===== config.mk =====
export PLATFORM = sky130hd
export DESIGN_NAME = modbus_rtu_register_slave_flat
export DESIGN_NICKNAME = d
export VERILOG_FILES = /design/src/rtl/core/mbrs_pkg.sv /design/src/rtl/core/mbrs_if.sv /design/src/rtl/core/mbrs_ram.sv /design/src/rtl/core/mbrs_datapath.sv /design/src/rtl/core/mbrs_ctrl.sv /design/src/rtl/core/modbus_rtu_register_slave.sv /design/src/flat_wrapper.sv
export SDC_FILE = /design/constraint.sdc
export NUM_CORES = 1
export LEC_CHECK = 0
export BUFFER_PORTS_ARGS = -buffer_cell sky130_fd_sc_hd__buf_4
export CAP_MARGIN = 20
export CELL_PAD_IN_SITES_DETAIL_PLACEMENT = 0
export CELL_PAD_IN_SITES_GLOBAL_PLACEMENT = 2
export CORE_MARGIN = 5
export CORE_UTILIZATION = 30
export DETAILED_ROUTE_END_ITERATION = 16
export PLACE_DENSITY = 0.58
export SLEW_MARGIN = 20
export SYNTH_ARGS = -nofsm -noshare
export SYNTH_HDL_FRONTEND = slang
export SYNTH_SLANG_ARGS = --single-unit

===== constraint.sdc =====
create_clock -name clk_i -period 5.3 [get_ports clk_i]
set_input_delay 0.265 -clock clk_i [delete_from_list [all_inputs] [get_ports clk_i]]
set_output_delay 0.265 -clock clk_i [all_outputs]
set_load 0.02 [all_outputs]

===== src/rtl/core/mbrs_pkg.sv =====
// ----------------------------------------------------------------------------
// mbrs_pkg
// Shared types, constants and the crc byte step for the register slave.
// ----------------------------------------------------------------------------
package mbrs_pkg;

  // frame layout and protocol constants
  localparam int unsigned FrameLen      = 8;
  localparam logic [7:0]  FnRead        = 8'h03;
  localparam logic [7:0]  FnWrite       = 8'h06;
  localparam logic [7:0]  FnErrFlag     = 8'h80;
  localparam logic [15:0] CrcInit       = 16'hFFFF;
  localparam logic [15:0] CrcPoly       = 16'hA001;
  localparam logic [7:0]  NodeAddrReset = 8'h02;

  // frame byte positions
  localparam logic [2:0] PosAddr   = 3'd0;
  localparam logic [2:0] PosFn     = 3'd1;
  localparam logic [2:0] PosRegHi  = 3'd3;
  localparam logic [2:0] PosRegLo  = 3'd4;
  localparam logic [2:0] PosQty    = 3'd5;
  localparam logic [2:0] PosCrcHi  = 3'd6;
  localparam logic [2:0] PosLast   = 3'd7;
  localparam logic [2:0] RdCrcPos  = 3'd5;
  localparam logic [2:0] RdLastPos = 3'd6;

  // controller states
  typedef enum logic [1:0] {
    ST_RECV,
    ST_EVAL,
    ST_SEND
  } state_e;

  // kind of response being sent
  typedef enum logic [1:0] {
    KIND_READ,
    KIND_WRITE,
    KIND_ERR
  } kind_e;

  // controller to datapath commands
  typedef struct packed {
    logic  rx_ready;
    logic  rx_take;
    logic  eval;
    logic  ram_we;
    logic  ram_re;
    logic  tx_init;
    logic  tx_load;
    kind_e kind;
  } cmd_t;

  // datapath to controller status
  typedef struct packed {
    logic last_pos;
    logic frame_ok;
    logic idx_ok;
    logic fn_read;
    logic fn_write;
    logic out_free;
    logic tx_last;
  } sts_t;

  // one byte of the reflected crc-16
  function automatic logic [15:0] crc_feed(input logic [15:0] crc, input logic [7:0] b);
    logic [15:0] c;
    c = crc ^ {8'h00, b};
    for (int k = 0; k < 8; k++) begin
      c = c[0] ? ((c >> 1) ^ CrcPoly) : (c >> 1);
    end
    return c;
  endfunction

endpackage


===== src/rtl/core/mbrs_if.sv =====
// ----------------------------------------------------------------------------
// mbrs channel interfaces
// Valid/ready channels for received bytes, response bytes and configuration.
// ----------------------------------------------------------------------------

// received byte channel
interface mbrs_rx_if;
  logic       valid;
  logic       ready;
  logic [7:0] rx_byte;
  modport source (output valid, output rx_byte, input ready);
  modport sink   (input valid, input rx_byte, output ready);
endinterface

// response byte channel
interface mbrs_tx_if;
  logic       valid;
  logic       ready;
  logic [7:0] tx_byte;
  logic       last_byte;
  modport source (output valid, output tx_byte, output last_byte, input ready);
  modport sink   (input valid, input tx_byte, input last_byte, output ready);
endinterface

// node address write channel
interface mbrs_cfg_if;
  logic       valid;
  logic       ready;
  logic [7:0] node_address;
  modport source (output valid, output node_address, input ready);
  modport sink   (input valid, input node_address, output ready);
endinterface


===== src/rtl/core/mbrs_ram.sv =====
// ----------------------------------------------------------------------------
// mbrs_ram
// Generic single write port, single read port ram with registered read data.
// ----------------------------------------------------------------------------
module mbrs_ram #(
  parameter int unsigned WIDTH = 16,
  parameter int unsigned DEPTH = 16,
  localparam int unsigned AddrW = (DEPTH > 1) ? $clog2(DEPTH) : 1
) (
  input  logic             clk_i,
  input  logic             we_i,
  input  logic [AddrW-1:0] waddr_i,
  input  logic [WIDTH-1:0] wdata_i,
  input  logic             re_i,
  input  logic [AddrW-1:0] raddr_i,
  output logic [WIDTH-1:0] rdata_o
);

  logic [WIDTH-1:0] mem_q [DEPTH];
  logic [WIDTH-1:0] rdata_q;

  // write port
  always_ff @(posedge clk_i) begin
    if (we_i) begin
      mem_q[waddr_i] <= wdata_i;
    end
  end

  // registered read port
  always_ff @(posedge clk_i) begin
    if (re_i) begin
      rdata_q <= mem_q[raddr_i];
    end
  end

  assign rdata_o = rdata_q;

endmodule


===== src/rtl/core/mbrs_datapath.sv =====
// ----------------------------------------------------------------------------
// mbrs_datapath
// Frame store, crc units, holding register ram and the response output stage.
// ----------------------------------------------------------------------------
module mbrs_datapath #(
  parameter int unsigned NUM_REGS = 16,
  localparam int unsigned IdxW = (NUM_REGS > 1) ? $clog2(NUM_REGS) : 1
) (
  input  logic                clk_i,
  input  logic                rst_ni,
  input  mbrs_pkg::cmd_t      cmd_i,
  output mbrs_pkg::sts_t      sts_o,
  input  logic [7:0]          rx_byte_i,
  input  logic                cfg_we_i,
  input  logic [7:0]          cfg_data_i,
  input  logic                tx_ready_i,
  output logic                tx_valid_o,
  output logic [7:0]          tx_byte_o,
  output logic                tx_last_o
);

  logic [7:0]          frame_q [mbrs_pkg::FrameLen];
  logic [2:0]          pos_q, pos_d;
  logic [15:0]         rx_crc_q, rx_crc_d;
  logic [7:0]          node_addr_q;
  logic [NUM_REGS-1:0] vld_q, vld_d;
  logic                rd_vld_q;
  logic [15:0]         rdata;
  logic [15:0]         reg_val;
  logic [IdxW-1:0]     idx;
  logic [2:0]          tx_cnt_q, tx_cnt_d;
  logic [15:0]         tx_crc_q, tx_crc_d;
  logic                tx_valid_q, tx_valid_d;
  logic [7:0]          tx_byte_q;
  logic                tx_last_q;
  logic [7:0]          tx_sel;
  logic [7:0]          fn_out;
  logic                sel_last;
  logic                out_free;

  assign idx = frame_q[mbrs_pkg::PosRegHi][IdxW-1:0];

  // frame store, written at the current position
  always_ff @(posedge clk_i) begin
    if (cmd_i.rx_take) begin
      frame_q[pos_q] <= rx_byte_i;
    end
  end

  // byte position and running request crc
  always_comb begin
    pos_d    = pos_q;
    rx_crc_d = rx_crc_q;
    if (cmd_i.rx_take) begin
      pos_d = pos_q + 3'd1;
      if (pos_q < mbrs_pkg::PosCrcHi) begin
        rx_crc_d = mbrs_pkg::crc_feed(rx_crc_q, rx_byte_i);
      end
    end
    if (cmd_i.eval) begin
      rx_crc_d = mbrs_pkg::CrcInit;
    end
  end

  always_ff @(posedge clk_i or negedge rst_ni) begin
    if (!rst_ni) begin
      pos_q    <= 3'd0;
      rx_crc_q <= mbrs_pkg::CrcInit;
    end else begin
      pos_q    <= pos_d;
      rx_crc_q <= rx_crc_d;
    end
  end

  // node address register
  always_ff @(posedge clk_i or negedge rst_ni) begin
    if (!rst_ni) begin
      node_addr_q <= mbrs_pkg::NodeAddrReset;
    end else if (cfg_we_i) begin
      node_addr_q <= cfg_data_i;
    end
  end

  // frame checks
  always_comb begin
    sts_o.last_pos = (pos_q == mbrs_pkg::PosLast);
    sts_o.frame_ok = ({frame_q[mbrs_pkg::PosCrcHi], frame_q[mbrs_pkg::PosLast]} == rx_crc_q)
                     && (frame_q[mbrs_pkg::PosAddr] == node_addr_q);
    sts_o.idx_ok   = ({1'b0, frame_q[mbrs_pkg::PosRegHi]} < 9'(NUM_REGS));
    sts_o.fn_read  = (frame_q[mbrs_pkg::PosFn] == mbrs_pkg::FnRead);
    sts_o.fn_write = (frame_q[mbrs_pkg::PosFn] == mbrs_pkg::FnWrite);
    sts_o.out_free = out_free;
    sts_o.tx_last  = sel_last;
  end

  // holding registers
  mbrs_ram #(
    .WIDTH (16),
    .DEPTH (NUM_REGS)
  ) u_regs (
    .clk_i   (clk_i),
    .we_i    (cmd_i.ram_we),
    .waddr_i (idx),
    .wdata_i ({frame_q[mbrs_pkg::PosRegLo], frame_q[mbrs_pkg::PosQty]}),
    .re_i    (cmd_i.ram_re),
    .raddr_i (idx),
    .rdata_o (rdata)
  );

  // written flags, unwritten registers read as zero
  always_comb begin
    vld_d = vld_q;
    if (cmd_i.ram_we) begin
      vld_d[idx] = 1'b1;
    end
  end

  always_ff @(posedge clk_i or negedge rst_ni) begin
    if (!rst_ni) begin
      vld_q    <= '0;
      rd_vld_q <= 1'b0;
    end else begin
      vld_q <= vld_d;
      if (cmd_i.ram_re) begin
        rd_vld_q <= vld_q[idx];
      end
    end
  end

  assign reg_val = rd_vld_q ? rdata : 16'h0000;

  // response byte select
  always_comb begin
    fn_out = (cmd_i.kind == mbrs_pkg::KIND_ERR) ? (frame_q[mbrs_pkg::PosFn] + mbrs_pkg::FnErrFlag)
                                                : frame_q[mbrs_pkg::PosFn];
    tx_sel = frame_q[tx_cnt_q];
    if (cmd_i.kind == mbrs_pkg::KIND_READ) begin
      sel_last = (tx_cnt_q == mbrs_pkg::RdLastPos);
      case (tx_cnt_q)
        3'd0:    tx_sel = frame_q[mbrs_pkg::PosAddr];
        3'd1:    tx_sel = fn_out;
        3'd2:    tx_sel = {frame_q[mbrs_pkg::PosQty][6:0], 1'b0};
        3'd3:    tx_sel = reg_val[15:8];
        3'd4:    tx_sel = reg_val[7:0];
        3'd5:    tx_sel = tx_crc_q[15:8];
        default: tx_sel = tx_crc_q[7:0];
      endcase
    end else begin
      sel_last = (tx_cnt_q == mbrs_pkg::PosLast);
      if (tx_cnt_q == mbrs_pkg::PosFn) begin
        tx_sel = fn_out;
      end
    end
  end

  // response counter and crc over the first five bytes of the read reply
  always_comb begin
    tx_cnt_d = tx_cnt_q;
    tx_crc_d = tx_crc_q;
    if (cmd_i.tx_init) begin
      tx_cnt_d = 3'd0;
      tx_crc_d = mbrs_pkg::CrcInit;
    end else if (cmd_i.tx_load) begin
      tx_cnt_d = tx_cnt_q + 3'd1;
      if (tx_cnt_q < mbrs_pkg::RdCrcPos) begin
        tx_crc_d = mbrs_pkg::crc_feed(tx_crc_q, tx_sel);
      end
    end
  end

  always_ff @(posedge clk_i or negedge rst_ni) begin
    if (!rst_ni) begin
      tx_cnt_q <= 3'd0;
    end else begin
      tx_cnt_q <= tx_cnt_d;
    end
  end

  always_ff @(posedge clk_i) begin
    tx_crc_q <= tx_crc_d;
  end

  // output register, freed when the sink takes the transfer
  assign out_free = !tx_valid_q || tx_ready_i;

  always_comb begin
    tx_valid_d = tx_valid_q;
    if (cmd_i.tx_load) begin
      tx_valid_d = 1'b1;
    end else if (tx_ready_i) begin
      tx_valid_d = 1'b0;
    end
  end

  always_ff @(posedge clk_i or negedge rst_ni) begin
    if (!rst_ni) begin
      tx_valid_q <= 1'b0;
    end else begin
      tx_valid_q <= tx_valid_d;
    end
  end

  always_ff @(posedge clk_i) begin
    if (cmd_i.tx_load) begin
      tx_byte_q <= tx_sel;
      tx_last_q <= sel_last;
    end
  end

  assign tx_valid_o = tx_valid_q;
  assign tx_byte_o  = tx_byte_q;
  assign tx_last_o  = tx_last_q;

endmodule


===== src/rtl/core/mbrs_ctrl.sv =====
// ----------------------------------------------------------------------------
// mbrs_ctrl
// Frame sequencer: collect bytes, evaluate the request, send the response.
// ----------------------------------------------------------------------------
module mbrs_ctrl (
  input  logic           clk_i,
  input  logic           rst_ni,
  input  logic           rx_valid_i,
  input  mbrs_pkg::sts_t sts_i,
  output mbrs_pkg::cmd_t cmd_o
);

  mbrs_pkg::state_e state_q, state_d;
  mbrs_pkg::kind_e  kind_q, kind_d;
  logic             respond;

  assign respond = sts_i.frame_ok;

  // response kind decided at evaluation
  always_comb begin
    kind_d = kind_q;
    if (state_q == mbrs_pkg::ST_EVAL) begin
      if (!sts_i.idx_ok) begin
        kind_d = mbrs_pkg::KIND_ERR;
      end else if (sts_i.fn_read) begin
        kind_d = mbrs_pkg::KIND_READ;
      end else if (sts_i.fn_write) begin
        kind_d = mbrs_pkg::KIND_WRITE;
      end else begin
        kind_d = mbrs_pkg::KIND_ERR;
      end
    end
  end

  // next state
  always_comb begin
    state_d = state_q;
    case (state_q)
      mbrs_pkg::ST_RECV: begin
        if (rx_valid_i && sts_i.last_pos) begin
          state_d = mbrs_pkg::ST_EVAL;
        end
      end
      mbrs_pkg::ST_EVAL: begin
        state_d = respond ? mbrs_pkg::ST_SEND : mbrs_pkg::ST_RECV;
      end
      mbrs_pkg::ST_SEND: begin
        if (sts_i.out_free && sts_i.tx_last) begin
          state_d = mbrs_pkg::ST_RECV;
        end
      end
      default: state_d = mbrs_pkg::ST_RECV;
    endcase
  end

  // command outputs
  always_comb begin
    cmd_o         = '0;
    cmd_o.kind    = kind_q;
    case (state_q)
      mbrs_pkg::ST_RECV: begin
        cmd_o.rx_ready = 1'b1;
        cmd_o.rx_take  = rx_valid_i;
      end
      mbrs_pkg::ST_EVAL: begin
        cmd_o.eval    = 1'b1;
        cmd_o.tx_init = 1'b1;
        cmd_o.ram_we  = respond && sts_i.idx_ok && sts_i.fn_write;
        cmd_o.ram_re  = respond && sts_i.idx_ok && sts_i.fn_read;
      end
      mbrs_pkg::ST_SEND: begin
        cmd_o.tx_load = sts_i.out_free;
      end
      default: cmd_o = '0;
    endcase
  end

  always_ff @(posedge clk_i or negedge rst_ni) begin
    if (!rst_ni) begin
      state_q <= mbrs_pkg::ST_RECV;
      kind_q  <= mbrs_pkg::KIND_ERR;
    end else begin
      state_q <= state_d;
      kind_q  <= kind_d;
    end
  end

endmodule


===== src/rtl/core/modbus_rtu_register_slave.sv =====
// After the last request byte, ST_EVAL checks the frame and ST_SEND loads the response bytes.
// Throughput: one request byte per cycle while collecting, one evaluation per frame, then
// one response byte per cycle while the sink is ready (7 for a read, 8 for an echo or error).
// The response sequencer holds off new request bytes until the last response byte is loaded.
// Reset: control clears, node address returns to 2, holding registers read as zero until written.
// ----------------------------------------------------------------------------
// modbus_rtu_register_slave
// Fixed 8-byte frame register slave with crc check, read and write functions.
// ----------------------------------------------------------------------------
module modbus_rtu_register_slave #(
  parameter int unsigned NUM_REGS = 16
) (
  input  logic       clk_i,
  input  logic       rst_ni,
  mbrs_rx_if.sink    rx_i,
  mbrs_tx_if.source  tx_o,
  mbrs_cfg_if.sink   cfg_i
);

  mbrs_pkg::cmd_t cmd;
  mbrs_pkg::sts_t sts;

  // configuration is always taken
  assign cfg_i.ready = 1'b1;
  assign rx_i.ready  = cmd.rx_ready;

  // sequencer
  mbrs_ctrl u_ctrl (
    .clk_i      (clk_i),
    .rst_ni     (rst_ni),
    .rx_valid_i (rx_i.valid),
    .sts_i      (sts),
    .cmd_o      (cmd)
  );

  // datapath
  mbrs_datapath #(
    .NUM_REGS (NUM_REGS)
  ) u_dp (
    .clk_i      (clk_i),
    .rst_ni     (rst_ni),
    .cmd_i      (cmd),
    .sts_o      (sts),
    .rx_byte_i  (rx_i.rx_byte),
    .cfg_we_i   (cfg_i.valid),
    .cfg_data_i (cfg_i.node_address),
    .tx_ready_i (tx_o.ready),
    .tx_valid_o (tx_o.valid),
    .tx_byte_o  (tx_o.tx_byte),
    .tx_last_o  (tx_o.last_byte)
  );

`ifndef SYNTHESIS
  // the eighth request byte always leads to an evaluation cycle
  a_eval_after_frame: assert property (@(posedge clk_i) disable iff (!rst_ni)
    (cmd.rx_take && sts.last_pos) |=> cmd.eval)
    else $error("no evaluation after last frame byte");

  // a register is never read and written in the same evaluation
  a_ram_excl: assert property (@(posedge clk_i) disable iff (!rst_ni)
    !(cmd.ram_we && cmd.ram_re))
    else $error("holding register read and write together");

  // loading the last response byte returns to collecting bytes
  a_last_to_recv: assert property (@(posedge clk_i) disable iff (!rst_ni)
    (cmd.tx_load && sts.tx_last) |=> rx_i.ready)
    else $error("not ready for requests after last response byte");

  // request collection and response loading never overlap
  a_rx_tx_excl: assert property (@(posedge clk_i) disable iff (!rst_ni)
    !(cmd.rx_take && cmd.tx_load))
    else $error("request transfer during response");
`endif

endmodule

===== src/flat_wrapper.sv =====
// flat-port wrapper written by rule: the top's interface ports become plain ports
module modbus_rtu_register_slave_flat 
#(
  parameter int unsigned NUM_REGS = 16
)
  (clk_i, rst_ni, rx_i_valid, rx_i_rx_byte, rx_i_ready, tx_o_valid, tx_o_tx_byte, tx_o_last_byte, tx_o_ready, cfg_i_valid, cfg_i_node_address, cfg_i_ready);
  mbrs_rx_if rx_i_i ();
  mbrs_tx_if tx_o_i ();
  mbrs_cfg_if cfg_i_i ();
  input  logic clk_i;
  input  logic rst_ni;
  input wire logic [$bits(rx_i_i.valid)-1:0] rx_i_valid;
  input wire logic [$bits(rx_i_i.rx_byte)-1:0] rx_i_rx_byte;
  output wire logic [$bits(rx_i_i.ready)-1:0] rx_i_ready;
  output wire logic [$bits(tx_o_i.valid)-1:0] tx_o_valid;
  output wire logic [$bits(tx_o_i.tx_byte)-1:0] tx_o_tx_byte;
  output wire logic [$bits(tx_o_i.last_byte)-1:0] tx_o_last_byte;
  input wire logic [$bits(tx_o_i.ready)-1:0] tx_o_ready;
  input wire logic [$bits(cfg_i_i.valid)-1:0] cfg_i_valid;
  input wire logic [$bits(cfg_i_i.node_address)-1:0] cfg_i_node_address;
  output wire logic [$bits(cfg_i_i.ready)-1:0] cfg_i_ready;
  assign rx_i_i.valid = rx_i_valid;
  assign rx_i_i.rx_byte = rx_i_rx_byte;
  assign rx_i_ready = rx_i_i.ready;
  assign tx_o_valid = tx_o_i.valid;
  assign tx_o_tx_byte = tx_o_i.tx_byte;
  assign tx_o_last_byte = tx_o_i.last_byte;
  assign tx_o_i.ready = tx_o_ready;
  assign cfg_i_i.valid = cfg_i_valid;
  assign cfg_i_i.node_address = cfg_i_node_address;
  assign cfg_i_ready = cfg_i_i.ready;
  modbus_rtu_register_slave #(.NUM_REGS(NUM_REGS)) u_core (.clk_i(clk_i), .rst_ni(rst_ni), .rx_i(rx_i_i), .tx_o(tx_o_i), .cfg_i(cfg_i_i));
endmodule

After elaboration in Yosys (flattened, before gate mapping)
Memories as Yosys holds them, arrays and structs flattened. A register that Yosys moved wholly into a read port is not among the register bits.
Index checks and enable logic that the tools add are counted.
{ "op_classes": {"add_sub_neg": 3, "order_cmp": 5, "eq_ne": 17, "mux": 48, "n_bitwise": 19, "n_reduce_logical": 20} }
{ "ops": {"columns": ["cell", "n"], "rows": [
  ["two-way mux 16 bit", 20],
  ["NOT 2 -> 3 bit", 16],
  ["case mux 8 bit (6 select lines)", 1],
  ["bitwise XOR 16 x 8 -> 16 bit", 2],
  ["two-way mux 8 bit", 3],
  ["== test 16 bit", 1],
  ["two-way mux 2 bit", 8],
  ["OR 16 bit", 1],
  ["== test 3 bit (second input constant)", 5],
  ["two-way mux 1 bit", 10],
  ["adder 8 bit (second input constant)", 1],
  ["== test 8 x 2 -> 1 bit (second input constant)", 1],
  ["== test 8 x 3 -> 1 bit (second input constant)", 1],
  ["== test 8 bit", 1],
  ["< comparator 8 x 5 -> 1 bit (second input constant)", 1],
  ["nonzero test 2 bit", 4],
  ["logical AND 1 bit", 7],
  ["adder 3 x 1 -> 3 bit (second input constant)", 2],
  ["== test 3 x 2 -> 1 bit (second input constant)", 2],
  ["< comparator 3 bit (second input constant)", 2],
  ["two-way mux 3 bit", 2],
  ["case mux 2 bit (3 select lines)", 1],
  ["AND reduction 2 bit", 3],
  ["< comparator 4 x 5 -> 1 bit (second input constant)", 1],
  ["13 further kinds", 16]
]} }
{ "word_totals": {"register_bits": 77, "mem_bits_rw": 320, "out_inout_bits": 12, "mem_count": 2} }
{ "mem_list": {"columns": ["name", "words", "width", "read_ports", "rd_ports_with_merged_regs", "write_ports", "line_no", "source"], "rows": [
  ["u_core.u_dp.u_regs.mem_q", 16, 16, 1, 1, 1, "mbrs_ram.sv:19", "logic [WIDTH-1:0] mem_q [DEPTH];"],
  ["u_core.u_dp.frame_q", 8, 8, 8, 0, 1, "mbrs_datapath.sv:22", "logic [7:0] frame_q [mbrs_pkg::FrameLen];"]
]} }

Longest topological paths before layout
{ "logic_depth": {"word_depth": 24, "depth_mapped": 14, "ltp_nobuf": 11} }

Modules after synthesis
From an unflattened synthesis, not the netlist that was laid out.
{ "unflattened": {"cells_unflattened": 990, "area_unflattened_um2": 17360.4} }
{ "by_module_without_submodules": {"columns": ["mod", "instances", "cells_each", "area_per_inst_um2", "seq_area_each_um2"], "rows": [
  ["mbrs_ram", 1, 432, 10203.5, 8167.8],
  ["mbrs_datapath", 1, 533, 6889.1, 3734.8],
  ["mbrs_ctrl", 1, 23, 256.5, 101.3],
  ["modbus_rtu_register_slave", 1, 2, 11.3, 0.0]
]} }

Worst setup path before layout
Ideal clock, no wire load.
{ "synth_timing": {"kind": "register -> register", "from": "reg u_core.u_dp.rx_crc_q[13]", "to": "reg u_core.u_dp.rd_vld_q", "setup_ns": 0.125, "arrival_ns": 3.487, "t_required_ns": 5.175, "setup_slack_ns": 1.688, "path_stages_with_launch": 7, "n_path_buf": 0, "path_cell_list": "dfstp_2 xnor2_1 nand4_1 nor4_1 nand3_1 nor4b_1 mux2_2"} }
{ "synth_lines": {"columns": ["element", "line_no", "source"], "rows": [
  ["start: declaration", "mbrs_datapath.sv:24", "logic [15:0] rx_crc_q, rx_crc_d;"],
  ["start signal: assignment", "mbrs_datapath.sv:68", "rx_crc_q <= mbrs_pkg::CrcInit;"],
  ["start signal: assignment", "mbrs_datapath.sv:71", "rx_crc_q <= rx_crc_d;"],
  ["end signal: assignment", "mbrs_datapath.sv:125", "rd_vld_q <= vld_q[idx];"],
  ["end: declaration", "mbrs_datapath.sv:27", "logic rd_vld_q;"]
]} }

Worst setup path in the final report
{ "layout_timing": {"from": "reg u_core.u_dp.tx_cnt_q[0]", "to": "reg u_core.u_dp.tx_crc_q[0]"} }
{ "layout_between": {"elab_chain_cells": 13} }
{ "layout_lines": {"columns": ["element", "line_no", "source"], "rows": [
  ["start: declaration", "mbrs_datapath.sv:31", "logic [2:0] tx_cnt_q, tx_cnt_d;"],
  ["start signal: assignment", "mbrs_datapath.sv:175", "tx_cnt_q <= tx_cnt_d;"],
  ["memory (8 x 8 bit) (tied with other cells)", null, null],
  ["two-way mux 8 bit / case mux 8 bit (6 select lines) (equally long branches)", "mbrs_datapath.sv:150, mbrs_datapath.sv:139", null],
  ["two-way mux 8 bit", "mbrs_datapath.sv:137", "if (cmd_i.kind == mbrs_pkg::KIND_READ) begin"],
  ["bitwise XOR 16 x 8 -> 16 bit", "mbrs_pkg.sv:67", "c = crc ^ {8'h00, b};"],
  ["two-way mux 16 bit / NOT 2 -> 3 bit (equally long branches) (6 in series)", null, null],
  ["NOT 2 -> 3 bit (no line) / two-way mux 16 bit (equally long branches)", null, null],
  ["two-way mux 16 bit (2 in series)", "mbrs_pkg.sv:69", "c = c[0] ? ((c >> 1) ^ CrcPoly) : (c >> 1);"],
  ["end signal: assignment", "mbrs_datapath.sv:180", "tx_crc_q <= tx_crc_d;"],
  ["end: declaration", "mbrs_datapath.sv:32", "logic [15:0] tx_crc_q, tx_crc_d;"]
]} }
Parallel ways exist; a longest one is shown, timed or not.
A chain may end at the register's enable or synchronous reset.

==> results.py <==
metrics = {
    "detailed_routing": {
        "num_vias": 9119,
        "wl_per_cell_um": 24.4,
        "first_iter_violations": 711,
        "drc": 0,
        "via_per_inst": 4.92,
        "ant_nets": 0,
        "firstDrtPassIters": 5,
        "routed_wl_mm": 45.3,
    },
    "cts": {
        "clk_latency_ns": 0.59,
        "cts_max_level": 2,
        "tritoncts": "yes",
        "cts_sinks": 413,
        "cts_setup_buffers": 0,
        "cts_root_buffer": "clkbuf_16",
        "clk_path_buf_depth": 3,
        "cts_buffers": 46,
        "clk_pin_slew_worst_paths_ns": 0.06,
    },
    "timing": {
        "worst_pin_slew_ns": 0.976,
        "maxSlewHeadroom": 0.347,
        "fmax_mhz": 262,
        "setup_viol": 0,
        "drv_slew": 0,
        "tns_ns": 0,
        "hold_viol": 0,
        "fin_crit_sh": 0.719,
        "finClkSkew_ns": 0.0192,
        "grt_setup_unrepaired": "false",
        "timing.final.crit_period_ns": 3.81,
    },
    "yosys": {
        "synth_edf_count": 345,
        "syn_area_mm2": 0.0171,
        "synth.largest_area_cell": "edfxtp_1",
        "synthArstFlopShare": 0.126,
        "synth.avg_cell_area_um2": 17.6,
        "yosysSeqAreaShare": 0.700,
        "yosysUniqueCellTypes": 71,
        "syn_inst": 974,
        "ys_seq_elements": 413,
        "syn_nets": 1002,
        "ys_top_cells_by_count": "345 x edfxtp_1, 95 x mux4_2, 62 x nand2_1",
        "synth_warnings": 0,
        "synth_top_area_frac": 0.604,
        "synthTopCellsByArea": "edfxtp_1 60%, mux4_2 12%, dfrtp_1 5.0%",
        "synth_most_common_cell": "edfxtp_1",
        "synth_ff_type": "edfxtp_1",
    },
    "floorplanning": {
        "fp.dieArea_mm2": 0.0620,
        "die_y_um": 249,
        "die_x_um": 249,
        "rows": 87,
        "pin_count": 33,
        "initial_utilization": 0.303,
        "core-area_mm2": 0.0565,
    },
    "power": {
        "power_density_mw_per_mm2": 512,
        "ir_worst_vdd_mv": 0.259,
        "p_leak_nw": 6.74,
    },
    "setup_path": {
        "crit_required_ns": 5.74,
        "worstSetupEndpointType": "register",
        "arrival_ns": 4.25,
        "path_max_fanout": 20,
        "cp-start-kind": "register",
        "crit_type": "register to register",
    },
    "grt": {
        "grt_pass1_vias": 9420,
        "grt_pass1_wl_mm": 67.1,
        "antenna_found_initial": 0,
        "track_usage": 0.145,
        "overflow": 0,
        "grt_start_max_net_pins": 73,
    },
    "hold_path": {
        "hold_path.class": "primary input to register",
    },
    "outcome": {
        "status": "finished, final reports clean",
    },
    "placed_design": {
        "io_buffers": 31,
        "hpwlAfterDp_mm": 29.9,
        "dp_cells": 1743,
        "place_congestion": 0.763,
        "postPlaceCellArea_mm2": 0.0184,
    },
    "final_layout": {
        "utilization": 0.357,
        "drive_gt1_frac": 0.285,
        "layout.nets": 1090,
        "fin_area_mm2": 0.0202,
        "fin_cells": 1855,
        "area_growth_pct": 17.7,
    },
    "run": {
        "maxCapViolations": 0,
    },
}
-- cell families after synthesis --
logic type,synth area share
XOR/XNOR,0.0320
AO/OA/AOI/OAI,0.0480
flip-flops,0.700
adder cells (fa/ha/maj),0.00511
buffers and inverters,0.0163
AND/OR/NAND/NOR,0.0579
other,0.000219
multiplexers,0.140
-- state kept, by name, indices dropped and copies added, names as in the netlist --
| name | count |
|---|---|
| u_core.u_ctrl.kind_q | 2 |
| u_core.u_ctrl.state_q | 2 |
| u_core.u_dp.frame_q | 64 |
| u_core.u_dp.node_addr_q | 8 |
| u_core.u_dp.pos_q | 3 |
| u_core.u_dp.rd_vld_q | 1 |
| u_core.u_dp.rx_crc_q | 16 |
| u_core.u_dp.tx_byte_o | 8 |
| u_core.u_dp.tx_cnt_q | 3 |
| u_core.u_dp.tx_crc_q | 16 |
| u_core.u_dp.tx_last_o | 1 |
| u_core.u_dp.tx_valid_o | 1 |
| u_core.u_dp.u_regs.mem_q | 256 |
| u_core.u_dp.u_regs.rdata_o | 16 |
| u_core.u_dp.vld_q | 16 |
-- report_power, final --
part	switching (mW)	internal, mW	total, mW
combinational	1.60	1.26	2.86
clock	1.33	1.84	3.17
sequential	0.367	3.93	4.30
-- cell usage in the layout (no fill, tap or decap), types with 7 or more instances in the layout --
master / count
edfxtp_1: 345
mux4_2: 95
buf_4: 64
nand2_1: 62
clkbuf_16: 47
xnor2_1: 43
dfrtp_1: 34
a21oi_1: 26
dlygate4sd3_1: 26
o21ai_0: 20
nor2_1: 19
dfstp_2: 18
or2_2: 17
dfxtp_1: 16
xor2_1: 15
nor3_1: 15
mux2i_1: 13
nand3_1: 12
nor2_2: 12
mux2_2: 12
clkinv_2: 12
nor2b_1: 10
o211ai_1: 9
nand2b_1: 8
inv_1: 7
a22oi_1: 7
o21ai_1: 7
ha_1: 7
-- layer usage --
| layer | track usage | part of all wire | up-vias |
|---|---|---|---|
| met4 | 0.0417 | 0.023 | 0 |
| met1 | 0.215 | 0.48 | 4818 |
| li1 | - | - | 4040 |
| met5 | 0 | 0 | - |
| met2 | 0.225 | 0.46 | 201 |
| met3 | 0.0210 | 0.040 | 60 |
-- area by class of cell --
| class | count | area, um2 |
|---|---|---|
| clock buffer | 53 | 1210 |
| clock inverter | 31 | 289 |
| timing repair buffer | 92 | 776 |
| fill | 5298 | 36300 |
| sequential | 413 | 12000 |
| inverter | 8 | 30.0 |
| multi-input combinational | 501 | 4930 |
| antenna | 1 | 2.50 |
| tap | 756 | 946 |
-- final timing paths --
check,startpoint,endpoint,slack [ns],cells past startpoint
setup reg to reg,u_core.u_dp.tx_cnt_q[0],u_core.u_dp.tx_crc_q[0],1.49,9
setup / recovery,u_core.u_dp.tx_cnt_q[0],u_core.u_dp.tx_crc_q[0],1.49,9
hold reg to reg,u_core.u_dp.vld_q[9],u_core.u_dp.vld_q[9],0.46,1
max in group asynchronous,rst_ni,u_core.u_dp.vld_q[4],4.48,2
hold / removal,rx_i_valid,u_core.u_ctrl.state_q[0],0.08,2
min in group asynchronous,rst_ni,u_core.u_dp.pos_q[0],0.30,2
-- metrics by stage --
| stage | total power [mW] | hold WS [ns] | worst slack, ns |
|---|---|---|---|
| after floorplan | 6.40 | -0.0306 | 1.69 |
| after global placement | 7.27 | 0.396 | 1.44 |
| after detailed placement | 7.25 | 0.387 | 1.43 |
| after CTS | 10.5 | 0.00367 | 1.45 |
| after global routing | 10.9 | 0.0573 | 1.18 |
| final | 10.3 | 0.0806 | 1.49 |
-- worst max-delay path, cell delays in order (launching register included) --
cell and delay [ns]:
dfrtp_1 0.83, ha_1 0.82, inv_2 0.25, o22ai_1 0.35
nor2_1 0.13, o31ai_2 0.38, xnor2_2 0.17, xnor3_2 0.50
xnor2_1 0.17, o21ai_1 0.06
-- timing repair --
action,in CTS,in global routing
resized for setup,0,0
hold buffers,26,0
endpoints found under the hold margin,107,0
(Power assumes the default switching activity.)
